$ cat config.mk
export PLATFORM = sky130hd
export DESIGN_NAME = fkg_chain
export DESIGN_NICKNAME = d
export VERILOG_FILES = /design/src/rtl/fkg_pkg.sv /design/src/rtl/fkg_cell.sv /design/src/rtl/fkg_chain.sv
export SDC_FILE = /design/constraint.sdc
export NUM_CORES = 2
export LEC_CHECK = 0
export ABC_AREA = 1
export BUFFER_PORTS_ARGS = -buffer_cell sky130_fd_sc_hd__buf_2
export CORE_AREA = 2 2 724 726
export CTS_BUF_LIST = sky130_fd_sc_hd__clkbuf_8
export DETAILED_ROUTE_END_ITERATION = 6
export DIE_AREA = 0 0 726 728
export PLACE_DENSITY = 0.38
export SYNTH_ARGS = -nofsm -noshare
export SYNTH_HDL_FRONTEND = slang
export SYNTH_SLANG_ARGS = --single-unit
export TNS_END_PERCENT = 5
$ cat constraint.sdc
create_clock -name clk -period 3.9 [get_ports clk]
set_clock_uncertainty 0.15 [all_clocks]
set_input_delay 0.195 -clock clk [delete_from_list [all_inputs] [get_ports clk]]
set_output_delay 0.195 -clock clk [all_outputs]
set_load 0.01 [all_outputs]
$ cat src/rtl/fkg_pkg.sv
// Shared types and constants for the Fish keystream generator.
// No dependencies; every rtl file imports this package.
package fkg_pkg;

  localparam int RING_LEN = 56;
  localparam int IDX_W    = 6;
  localparam int WORD_W   = 32;

  localparam logic [IDX_W-1:0] LAST_POS = IDX_W'(RING_LEN - 1);

  // Tap places in the shift chain, relative to the cell at the current position.
  localparam int A_TAP_NEAR = 1;
  localparam int A_TAP_FAR  = 32;
  localparam int B_TAP_NEAR = 4;
  localparam int B_TAP_FAR  = 37;

  localparam logic OP_LOAD = 1'b0;
  localparam logic OP_STEP = 1'b1;

  localparam logic RING_SEL_A = 1'b0;
  localparam logic RING_SEL_B = 1'b1;

  typedef logic [WORD_W-1:0] word_t;
  typedef logic [IDX_W-1:0]  idx_t;

  // Control for one ring chain.
  typedef struct packed {
    logic  advance;
    logic  load;
    idx_t  idx;
    word_t word;
  } ring_ctl_t;

  // Control for the pair combiner.
  typedef struct packed {
    logic step;
    logic clear;
  } pair_ctl_t;

endpackage

$ cat src/rtl/fkg_cell.sv
// One cell of a generator ring: a 32-bit word that takes its neighbor's word
// on advance, or a key word on load. Depends on fkg_pkg.
module fkg_cell (
  input  logic          clk,
  input  logic          advance,
  input  logic          load,
  input  fkg_pkg::word_t shift_in,
  input  fkg_pkg::word_t load_word,
  output fkg_pkg::word_t q
);
  import fkg_pkg::*;

  always_ff @(posedge clk) begin
    if (load) begin
      q <= load_word;
    end else if (advance) begin
      q <= shift_in;
    end
  end

endmodule

$ cat src/rtl/fkg_chain.sv
// Row of RING_LEN cells forming one lagged-generator ring as a shift chain.
// Cell k holds the ring word k+1 places past the current position.
// Depends on fkg_pkg and fkg_cell.
module fkg_chain (
  input  logic                 clk,
  input  fkg_pkg::ring_ctl_t   ctl,
  input  fkg_pkg::word_t       tail,
  output fkg_pkg::word_t       words [fkg_pkg::RING_LEN]
);
  import fkg_pkg::*;

  for (genvar i = 0; i < RING_LEN; i++) begin : g_cell
    word_t shift_in;
    logic  we;

    if (i == RING_LEN - 1) begin : g_tail
      assign shift_in = tail;
    end else begin : g_mid
      assign shift_in = words[i+1];
    end

    // Out-of-range indexes match no cell.
    assign we = ctl.load && (ctl.idx == IDX_W'(i));

    fkg_cell u_cell (
      .clk       (clk),
      .advance   (ctl.advance),
      .load      (we),
      .shift_in  (shift_in),
      .load_word (ctl.word),
      .q         (words[i])
    );
  end

endmodule

# [Word-level counts from Yosys, hierarchy flattened]
# Cells that the tools add are included.
# Widths: inputs -> output; s select.
[classes] eq_ne=55 n_mux=112 reduce_logical=113
[op_table] operator="$mux 32" n=112
[op_table] operator="$eq 6x6->1 const B" n=24
[op_table] operator="$reduce_bool 2->1" n=56
[op_table] operator="$eq 6x5->1 const B" n=16
[op_table] operator="$logic_and 1x1->1" n=56
[op_table] operator="$eq 6x4->1 const B" n=8
[op_table] operator="$eq 6x3->1 const B" n=4
[op_table] operator="$eq 6x2->1 const B" n=2
[op_table] operator="$eq 6x1->1 const B" n=1
[op_table] operator="$logic_not 6->1" n=1
[totals] inputBits=73 output_inout_bits=1792 elab_cells=336 register_bits=1792

# [Depth between registers and ports, before layout]
[depth] ltp_word=3 ltp_mapped=8 depth_no_buf=6

# [Cells and area by module]
# Synthesis repeated with hierarchy kept, for this count alone.
[unflattened] cells_unflattened=7767 hier_area_um2=78848.1
[modules_own_cells] module="fkg_cell" area_per_inst_um2=1401.3 seq_area_each_um2=960.9 cells_per_inst=137 instances=56
[modules_own_cells] module="fkg_chain" area_per_inst_um2=372.9 seq_area_each_um2=0.0 cells_per_inst=95 instances=1

# [Worst setup path before layout]
# OpenSTA, ideal clock, no wires.
[synth_timing] path_type="input-to-reg" from="in ctl[36] (netlist name)" to="reg g_cell[10].u_cell.q[0] (enable)" stages=7 slack_ns=1.545 setup_ns=0.389 t_arrival_ns=1.816 n_path_buf=2 required_time_ns=3.361 cell_sequence="inv_1 > nand2_1 > nor2_2 > buf_2 > nand2_1 > clkbuf_1 > nand2_1"
[synth_between] elab_chain_len=3
[synth_lines] element="from (decl)" line="fkg_chain.sv:6" source="input fkg_pkg::ring_ctl_t ctl,"
[synth_lines] element="$eq 6x4->1" line="fkg_chain.sv:23" source="assign we = ctl.load && (ctl.idx == IDX_W'(i));"
[synth_lines] element="$logic_and 1x1->1" line="fkg_chain.sv:23"
[synth_lines] element="$reduce_bool 2->1 (no line)"
[synth_lines] element="to (signal assigned)" line="fkg_cell.sv:15" source="q <= load_word;"
[synth_lines] element="to (signal assigned)" line="fkg_cell.sv:17" source="q <= shift_in;"
[synth_lines] element="to (decl)" line="fkg_cell.sv:9" source="output fkg_pkg::word_t q"
# No other way between the ends.
# A chain may end at the register's enable or synchronous reset.

# [Worst setup path after layout]
[layout_timing] from="in ctl[34] (netlist name)" to="reg g_cell[14].u_cell.q[14] (enable)"
[layout_between] elab_chain_len=3
[layout_lines] element="$eq 6x4->1" line="fkg_chain.sv:23"
[layout_lines] element="$logic_and 1x1->1" line="fkg_chain.sv:23"
[layout_lines] element="$reduce_bool 2->1 (no line)"
[layout_lines] element="to (signal assigned)" line="fkg_cell.sv:15"
[layout_lines] element="to (signal assigned)" line="fkg_cell.sv:17"
[layout_lines] element="to (decl)" line="fkg_cell.sv:9"
# No other way between the ends.

==> out/results.ini <==
[yosys]
synth_top_family_by_area = simple AND/OR/NAND/NOR gates
syn_nets = 8127
synthAdderAreaFrac_pct = 0
synthCells = 8054
muxShareOfSynthArea_pct = 0
synth-simple-area-share_pct = 28.5
yosysSeqAreaShare_pct = 67.8
yosys.area.top_type = edfxtp_1
ys_seq_elements = 1792
synthDistinctLibCells = 11
ys.warnings.count = 0
netlist_area_um2 = 79400
synth.top_cells.by_area = edfxtp_1, nand2_1, nand3_1
synth_top_area_share_pct = 67.8
syn_area_per_cell_um2 = 9.86
synth_compound_area_share_pct = 0
synth-xor-area-share_pct = 0

[pwr]
peakVddDrop_mv = 0.256
power_density_nw_per_um2 = 467
power_leakage_uw = 0.0461
totalPowerFinal_uw = 49500

[setup_path]
setup.worst_path.class = in -> reg
endpoint_kind = flop
rr_worst_depth = 2
reg2reg_slack_ns = 2.41
path_max_fanout = 33
crit_required_ns = 4.41
cp-start-kind = input port
cp_data_arrival_time_ns = 3.83

[clock_tree]
post_cts_resized = 0
cts_buffers = 359
h-tree-depth = 5
root_buffer = clkbuf_8
cts_sinks = 1792
hold_buffers = 166
clkLatencyLatePin_ns = 1.15
cts_tree = yes
clkSlewWorstSetupHoldPaths_ns = 0.05
cts_setup_buffers = 0
clock_path_buffers = 4

[job]
max_cap_viol_count = 0

[place]
dp_hpwl_um = 445000
io_buffers = 1864
gp_congestion = 0.911

[route]
drt-vias-per-instance = 4.28
first_iter_violations = 9715
wl_per_cell_um = 34.8
via_count = 73686
final_antenna_net_count = 0
drcViolationCount = 0
routed_wirelength_um = 599000
dr.pass1.iters = 6

[global_route]
grt_pass1_wl_um = 755000
antenna_found_initial = 70
grtUsageTotal_pct = 21.6
gr-total-overflow = 0
grt_pass1_vias = 68813
grt_max_degree = 150

[floorplan]
rows = 265
die_area_um2 = 529000
die_w_um = 726
die_height_um = 728
start_util_pct = 15.3
core_area_um2 = 520000
pin_count = 1865

[timing]
tightestPinTransition_ns = 1.15
final_hold_viol_count = 0
grt_setup_unrepaired = false
fmaxAchievable_mhz = 301
tns_ns = 0
setup_viol = 0
fin_crit_ns = 3.32
min_period_over_period_pct = 85.2
drv_slew = 0
slew_headroom_pct = 23.5

[final_layout]
layout_common_cells = nand2_1, buf_2, edfxtp_1, nand3_1, clkbuf_8
area_delta_synth_final_pct = 33.5
final_common_cell = nand2_1
largest-register = g_cell.u_cell.q
largest_reg_flops = 1792
final_layout_size_suffix_gt1_share_pct = 26.0
num-nets-final = 10070
reg_top3 = g_cell.u_cell.q: 1792 flops

[worst_hold_path]
hold_class = in -> reg
hold_depth = 4

[outcome]
outcome = completed

critical path: stages:
cell and delay, ns:
dlygate4sd3_1 0.56, buf_2 0.18, nand2_1 0.11, dlygate4sd3_1 0.69
nor2_4 0.17, dlygate4sd3_1 0.62, buf_4 0.41, nand2_2 0.10
nand2_2 0.73
synth_stat cells (all sizes together):
| cell | n |
|---|---|
| edfxtp | 1792 |
| nand3 | 1444 |
| clkbuf | 491 |
| buf | 225 |
| nand2 | 4060 |
| nor2 | 30 |
| inv | 12 |
cells by family (layout without fill, tap and decap cells):
group | count (synthesis) | after routing
other | 0 | 34
flip-flops | 1792 | 1792
buffers and inverters | 728 | 2925
AND/OR/NAND/NOR | 5534 | 5534
layout make-up:
type | instances | area [um^2]
fillers | 57715 | 414000
flip-flops and latches | 1792 | 53800
multi-input cells | 5534 | 23000
repair buffers | 2298 | 13800
well taps | 6942 | 8690
clock buffers | 361 | 4970
clock inverters | 254 | 1590
diodes | 34 | 85.1
inverters | 12 | 72.6
power by group:
group	switching, uW	total (uW)	leakage (uW)	internal, uW
registers	1670	24400	0.0176	22700
logic	4370	5860	0.0248	1490
clock network	9690	19200	0.00373	9520
through the flow:
| stage | util [%] | instances | hold WS (ns) | instance area (um^2) | setup slack [ns] |
|---|---|---|---|---|---|
| 2_1_floorplan | - | 8054 | 0.224 | 79400 | 1.54 |
| 3_3_place_gp | 18.8 | 16412 | 0.311 | 97600 | 0.709 |
| 3_5_place_dp | 18.8 | 16412 | 0.315 | 97600 | 0.696 |
| 4_1_cts | 20.4 | 17193 | 0.00710 | 106000 | 0.756 |
| 5_1_grt | 20.4 | 17196 | 0.0756 | 106000 | 0.601 |
| 6_report | 20.4 | 17227 | 0.140 | 106000 | 0.579 |
final timing paths:
path / startpoint / to
worst min-delay path: ctl[2] / g_cell[32].u_cell.q[2]$_DFFE_PP_
worst max-delay path: ctl[34] / g_cell[14].u_cell.q[14]$_DFFE_PP_
worst min register to register: g_cell[40].u_cell.q[31]$_DFFE_PP_ / g_cell[39].u_cell.q[31]$_DFFE_PP_
worst max register to register: g_cell[25].u_cell.q[31]$_DFFE_PP_ / g_cell[24].u_cell.q[31]$_DFFE_PP_
metal layers:
metal	up-vias	part of all wire, %	global-route usage [%]
li1	30935	-	-
met1	37433	40	27.3
met2	4422	46	34.6
met3	892	9.6	6.32
met4	4	4.6	8.45
met5	-	0.0037	0
No activity file was read; power rests on OpenSTA's default activity.
