<file path="src/rtl/fkg_pkg.sv">
// Shared types and constants for the Fish keystream generator.
// No dependencies; every rtl file imports this package.
package fkg_pkg;

  localparam int RING_LEN = 56;
  localparam int IDX_W    = 6;
  localparam int WORD_W   = 32;

  localparam logic [IDX_W-1:0] LAST_POS = IDX_W'(RING_LEN - 1);

  // Tap places in the shift chain, relative to the cell at the current position.
  localparam int A_TAP_NEAR = 1;
  localparam int A_TAP_FAR  = 32;
  localparam int B_TAP_NEAR = 4;
  localparam int B_TAP_FAR  = 37;

  localparam logic OP_LOAD = 1'b0;
  localparam logic OP_STEP = 1'b1;

  localparam logic RING_SEL_A = 1'b0;
  localparam logic RING_SEL_B = 1'b1;

  typedef logic [WORD_W-1:0] word_t;
  typedef logic [IDX_W-1:0]  idx_t;

  // Control for one ring chain.
  typedef struct packed {
    logic  advance;
    logic  load;
    idx_t  idx;
    word_t word;
  } ring_ctl_t;

  // Control for the pair combiner.
  typedef struct packed {
    logic step;
    logic clear;
  } pair_ctl_t;

endpackage

</file>
<file path="src/rtl/fkg_pair.sv">
// Shrinking and combining stage: drops pairs with odd B word, holds the first
// kept pair, combines with the second into the output register. Depends on fkg_pkg.
module fkg_pair (
  input  logic               clk,
  input  logic               rst,
  input  fkg_pkg::pair_ctl_t ctl,
  input  fkg_pkg::word_t     z,
  input  fkg_pkg::word_t     h,
  output logic               m_tvalid,
  input  logic               m_tready,
  output logic [63:0]        m_tdata
);
  import fkg_pkg::*;

  logic  pair_phase;
  word_t held_z;
  word_t held_h;
  word_t c;
  word_t d;

  assign c = held_z ^ (held_h & h);
  assign d = h & (c ^ z);

  always_ff @(posedge clk) begin
    if (rst) begin
      pair_phase <= 1'b0;
      m_tvalid   <= 1'b0;
    end else begin
      if (m_tready) begin
        m_tvalid <= 1'b0;
      end
      if (ctl.clear) begin
        pair_phase <= 1'b0;
      end else if (ctl.step && !h[0]) begin
        if (!pair_phase) begin
          held_z     <= z;
          held_h     <= h;
          pair_phase <= 1'b1;
        end else begin
          pair_phase <= 1'b0;
          m_tvalid   <= 1'b1;
          m_tdata    <= {z ^ d, c ^ d};
        end
      end
    end
  end

endmodule

</file>
<file path="config.mk">
export PLATFORM = sky130hd
export DESIGN_NAME = fkg_pair
export DESIGN_NICKNAME = d
export VERILOG_FILES = /design/src/rtl/fkg_pkg.sv /design/src/rtl/fkg_pair.sv
export SDC_FILE = /design/constraint.sdc
export NUM_CORES = 1
export LEC_CHECK = 0
export BUFFER_PORTS_ARGS = -buffer_cell sky130_fd_sc_hd__buf_2
export CORE_ASPECT_RATIO = 1.4
export CORE_MARGIN = 5
export CORE_UTILIZATION = 52
export DETAILED_ROUTE_END_ITERATION = 7
export PLACE_DENSITY = 0.8
export SETUP_SLACK_MARGIN = 0.3
export SYNTH_ARGS = -nofsm -noshare
export SYNTH_HDL_FRONTEND = slang
export SYNTH_SLANG_ARGS = --single-unit
</file>
<file path="constraint.sdc">
create_clock -name clk -period 6.45 [get_ports clk]
set_clock_uncertainty 0.1 [all_clocks]
set_input_delay 1.29 -clock clk [delete_from_list [all_inputs] [get_ports clk]]
set_output_delay 1.29 -clock clk [all_outputs]
set_load 0.01 [all_outputs]
</file>
; After elaboration in Yosys (flattened, before gate mapping)
; Cells that the tools add are included.
[totals]
elab_cells = 24
in_bits = 69
out_inout_bits = 65
regBits = 130
[op_classes]
reduce_logical = 5
bitwise = 9
n_mux = 5
[ops]
columns = cell, count
row1 = XOR 32 bit, 4
row2 = bitwise AND 32 bit, 2
row3 = AND reduction 4 bit, 2
row4 = 2-to-1 mux 1 bit, 5
row5 = inverter 1 bit, 3
row6 = OR reduction 2 bit, 1
row7 = logical AND 1 bit, 1
row8 = zero test 1 bit, 1

; Depth between registers and ports, before layout
[logic_depth]
ltp_word = 5
ltp_mapped = 3
mapped_depth_nobuf = 3

; Worst setup path after synthesis
; Ideal clock, no wire load.
[synth_path]
path_type = input to register
start = input port h[0]
end = register held_h[0], enable pin
path_stages = 2
t_required_ps = 5856
slack_ps = 1418
arrival_ps = 4438
setup_ps = 494
path_cell_list = nor4b_2 nor2b_1
[synth_between]
elab_chain_len = 3
[synth_lines]
columns = item, line
row1 = "start, declared", fkg_pair.sv:8  ; input fkg_pkg::word_t h,
row2 = zero test 1 bit, fkg_pair.sv:34  ; end else if (ctl.step && !h[0]) begin
row3 = logical AND 1 bit, fkg_pair.sv:34
row4 = AND reduction 4 bit (no source line), -
row5 = "end signal, assigned", fkg_pair.sv:37  ; held_h <= h;
row6 = "end, declared", fkg_pair.sv:17  ; word_t held_h;
; Every way passes these cells.
; A chain may end at the register's enable or synchronous reset.

; Worst setup path in the final report
[layout_path]
start = input port h[0]
end = register held_h[1], enable pin
; Same word-level chain as after synthesis.

==> results.md <==
- The flow ran to the end, and the final reports show no timing, DRC or antenna violations.
- The flip-flop and latch count after synthesis is 130.
- The worst path meets setup with 3320 ps of slack.
- STA classifies the critical path endpoint as a flip-flop.
- The total setup buffers inserted after CTS is 0.
- The largest total area in the synthesized netlist belongs to sky130_fd_sc_hd__edfxtp_1.
- The routability congestion estimate is 0.746.
- During synthesis, Yosys emitted a total of 0 warnings.
- The clock net in this run drives a total of 130 sinks.
- The placeable core region is 9080 µm².
- The share of total power dissipated in the clock network is 0.440.
- The clock buffer count from CTS is 17.
- The area of the mapped netlist is 4870 µm².
- The cell-internal power is 1.46 mW.
- The final instance count without filler cells is 539.
- The total of buffers placed on input and output ports is 133.
- In this run the power density over the cells is 294 nW/µm².
- The maximum fanout along the worst path is 33.
- The initial utilization of the core area, before any placement, comes to 0.536.
- The switching power summed over all nets is 0.366 mW.
- The shortest period the worst path allows is 3130 ps.
- Clock tree synthesis selected as its root buffer the cell sky130_fd_sc_hd__clkbuf_16.
- Ranked by total cell area, the synthesized netlist is headed by sky130_fd_sc_hd__edfxtp_1, sky130_fd_sc_hd__mux2_2, sky130_fd_sc_hd__xnor2_1, sky130_fd_sc_hd__a21oi_1, sky130_fd_sc_hd__nor2_1.
- The static leakage is 2.26 nW.
- The number of global-route vias before repair was 2955.
- For this run, the total global-route usage over all layers was measured as 0.165.
- 0 antenna diodes ended up in the layout.
- The die span in x is 91.8 µm.
- Of the total power, the share spent switching nets is 0.201.
- The final period utilization is 0.485.
- The fraction of the yosys area taken by sequential cells is 0.798.
- The initial antenna violation count is 0.
- The fraction of synthesized cell area taken by the top area cell type is 0.790.
- TritonCTS built the clock tree.
- Data arrives at the worst endpoint at 3080 ps.
- The final-report setup violation count is 0.
- The area added between synthesis and finish is 27.2%.
- Leaving out fill and tap cells, the most frequent cell in the layout is sky130_fd_sc_hd__buf_2.
- The critical path data required time is 6410 ps.
- The worst slack after detailed placement is 2880 ps.
- The detailed-route wire length per cell is 16.4 µm.
- The sequential share of power is 0.519.
- The max-slew violation total from the final report is 0.
- The die outline area is 11400 µm².
- The peak per-stage delay on the critical path is 810 ps.
- In the final layout, the share of cells above drive strength 1 is 0.454.
- The number of iterations in the first detailed-routing pass is 4.
- The library cells used most frequently in the layout, excluding fill and tap cells, are sky130_fd_sc_hd__buf_2, sky130_fd_sc_hd__edfxtp_1, sky130_fd_sc_hd__xnor2_1.
- The power share of the combinational group is 0.042.
- During I/O placement, the number of pins put on the boundary was 134.
- The residual DRC count is 0.
- The worst relative slew slack is 0.379.
- A synthesized cell averages 18.3 µm².
- The number of gates resized after cts is 0.
- The start-to-end type of the worst setup path is in -> reg.
- No sink is reached through more buffers than the 2 on the longest clock path.
- Entering global routing, the biggest net connects 35 pins.
- The cell count after placement is 508.
- The number of placement rows is 41.
- Setup repair after global routing left no endpoint under its margin.
- The final layout contains 489 nets.
- The count of antenna-violating nets left after detailed routing is 0.
- For this run, the top clock speed supported by timing is 0.320 GHz.
- The number of vias per cell after detailed routing is 5.08.
- The signal on the critical path passes through buf_2, nor4b_2, nor2b_4, buf_4.
- Clock-pin slew was measured on the worst setup and hold paths at 50 ps.
- When the netlist entered floorplanning its net count stood at 335.
- The gate count of the mapped netlist is 266.
- The sort of element at the start of the critical path is an input pin.
- The H-tree generated during clock tree synthesis spans 4 levels.
- The hold violation total from the final report came to 0.
- For the pin with the worst max-slew slack, the measured transition is 930 ps.
- The slowest stage of the critical path is the sky130_fd_sc_hd__nor2b_4 cell.
- Detailed placement finished with a half-perimeter wire length of 6120 µm.
- The sum of negative setup slack is 0 ps.
- Across all layers, the routed design uses 2736 vias.
- The die is 124 µm tall.
- The global-route wire length before repair is 14300 µm.
- At the later pin of the worst-skew pair, clock insertion delay measures 410 ps.
- Across the run, the number of max-cap violations was 0.
- The peak supply drop is 0.216 mV.
- The distinct cell type count of the synthesized netlist is 13.
- The wire length reported by the detailed router is 8850 µm.
- The path class of the lowest-slack min-delay path is reg -> reg.
- The total of hold buffers inserted after clock tree synthesis is 0.
- For this run the aggregate overflow at the end of global routing stands at 0.
- The violation count after the first detailed-route iteration is 135.
## cell type report
class / instances / area (µm²)
Clock inverter: 13 / 72.6
Fill cell: 627 / 2890
Multi-Input combinational cell: 136 / 992
Clock buffer: 18 / 429
Tap cell: 107 / 134
Timing Repair Buffer: 135 / 681
Sequential cell: 130 / 3880
## worst max-delay path, delay by kind of cell
kind	cells	cell delay, ps
simple gates	2	1110
buf+inv	2	660
## Yosys cell counts
| cell | number |
|---|---|
| sky130_fd_sc_hd__nor3_1 | 1 |
| sky130_fd_sc_hd__nor2b_1 | 1 |
| sky130_fd_sc_hd__mux2_2 | 32 |
| sky130_fd_sc_hd__or2_1 | 1 |
| sky130_fd_sc_hd__and2_2 | 1 |
| sky130_fd_sc_hd__dfxtp_1 | 2 |
| sky130_fd_sc_hd__nor3b_1 | 1 |
| sky130_fd_sc_hd__and2b_1 | 1 |
| sky130_fd_sc_hd__nor2_1 | 32 |
| sky130_fd_sc_hd__edfxtp_1 | 128 |
| sky130_fd_sc_hd__a21oi_1 | 32 |
| sky130_fd_sc_hd__nor4b_2 | 1 |
| sky130_fd_sc_hd__xnor2_1 | 33 |
## routing by layer
layer | vias to the layer above | global-route usage | share of wire
li1 | 1323 | - | -
met1 | 1301 | 0.176 | 0.37
met2 | 91 | 0.282 | 0.52
met3 | 21 | 0.0562 | 0.073
met4 | 0 | 0.0954 | 0.032
met5 | - | 0 | 0
## flip-flops by register name, indices dropped and copies added (netlist names)
signal,count
m_tvalid,1
pair_phase,1
m_tdata,64
held_h,32
held_z,32
## kinds of logic after synthesis
family and synth area share:
AO/OA/AOI/OAI 0.0329, XOR/XNOR 0.0594, flip-flops 0.798, multiplexers 0.0740
AND/OR/NAND/NOR 0.0360
## final timing paths
kind	end	slack, ps	startpoint	cells past startpoint
setup / recovery	held_h[1]	3320	h[0]	4
hold / removal	m_tdata[31]	500	held_z[31]	1
setup reg to reg	m_tdata[51]	4330	pair_phase	2
hold reg to reg	m_tdata[31]	500	held_z[31]	1
## per-stage QoR
step | power [mW] | hold slack (ps) | utilization | instance area, µm²
finish | 1.82 | 503 | 0.682 | 6190
global route | 1.89 | 514 | 0.682 | 6190
global placement | 1.03 | 481 | 0.627 | 5690
CTS | 1.84 | 501 | 0.682 | 6190
floorplan | 0.996 | 427 | - | 4870
detailed placement | 1.04 | 489 | 0.627 | 5690
## power by group through the flow
stage	clock network, mW	logic [mW]	registers (mW)
global route	0.859	0.0851	0.945
detailed placement	0	0.0758	0.962
floorplan	0	0.0338	0.963
finish	0.802	0.0758	0.945
global placement	0	0.0725	0.962
CTS	0.817	0.0767	0.945
Power figures use the tool's default switching activity.
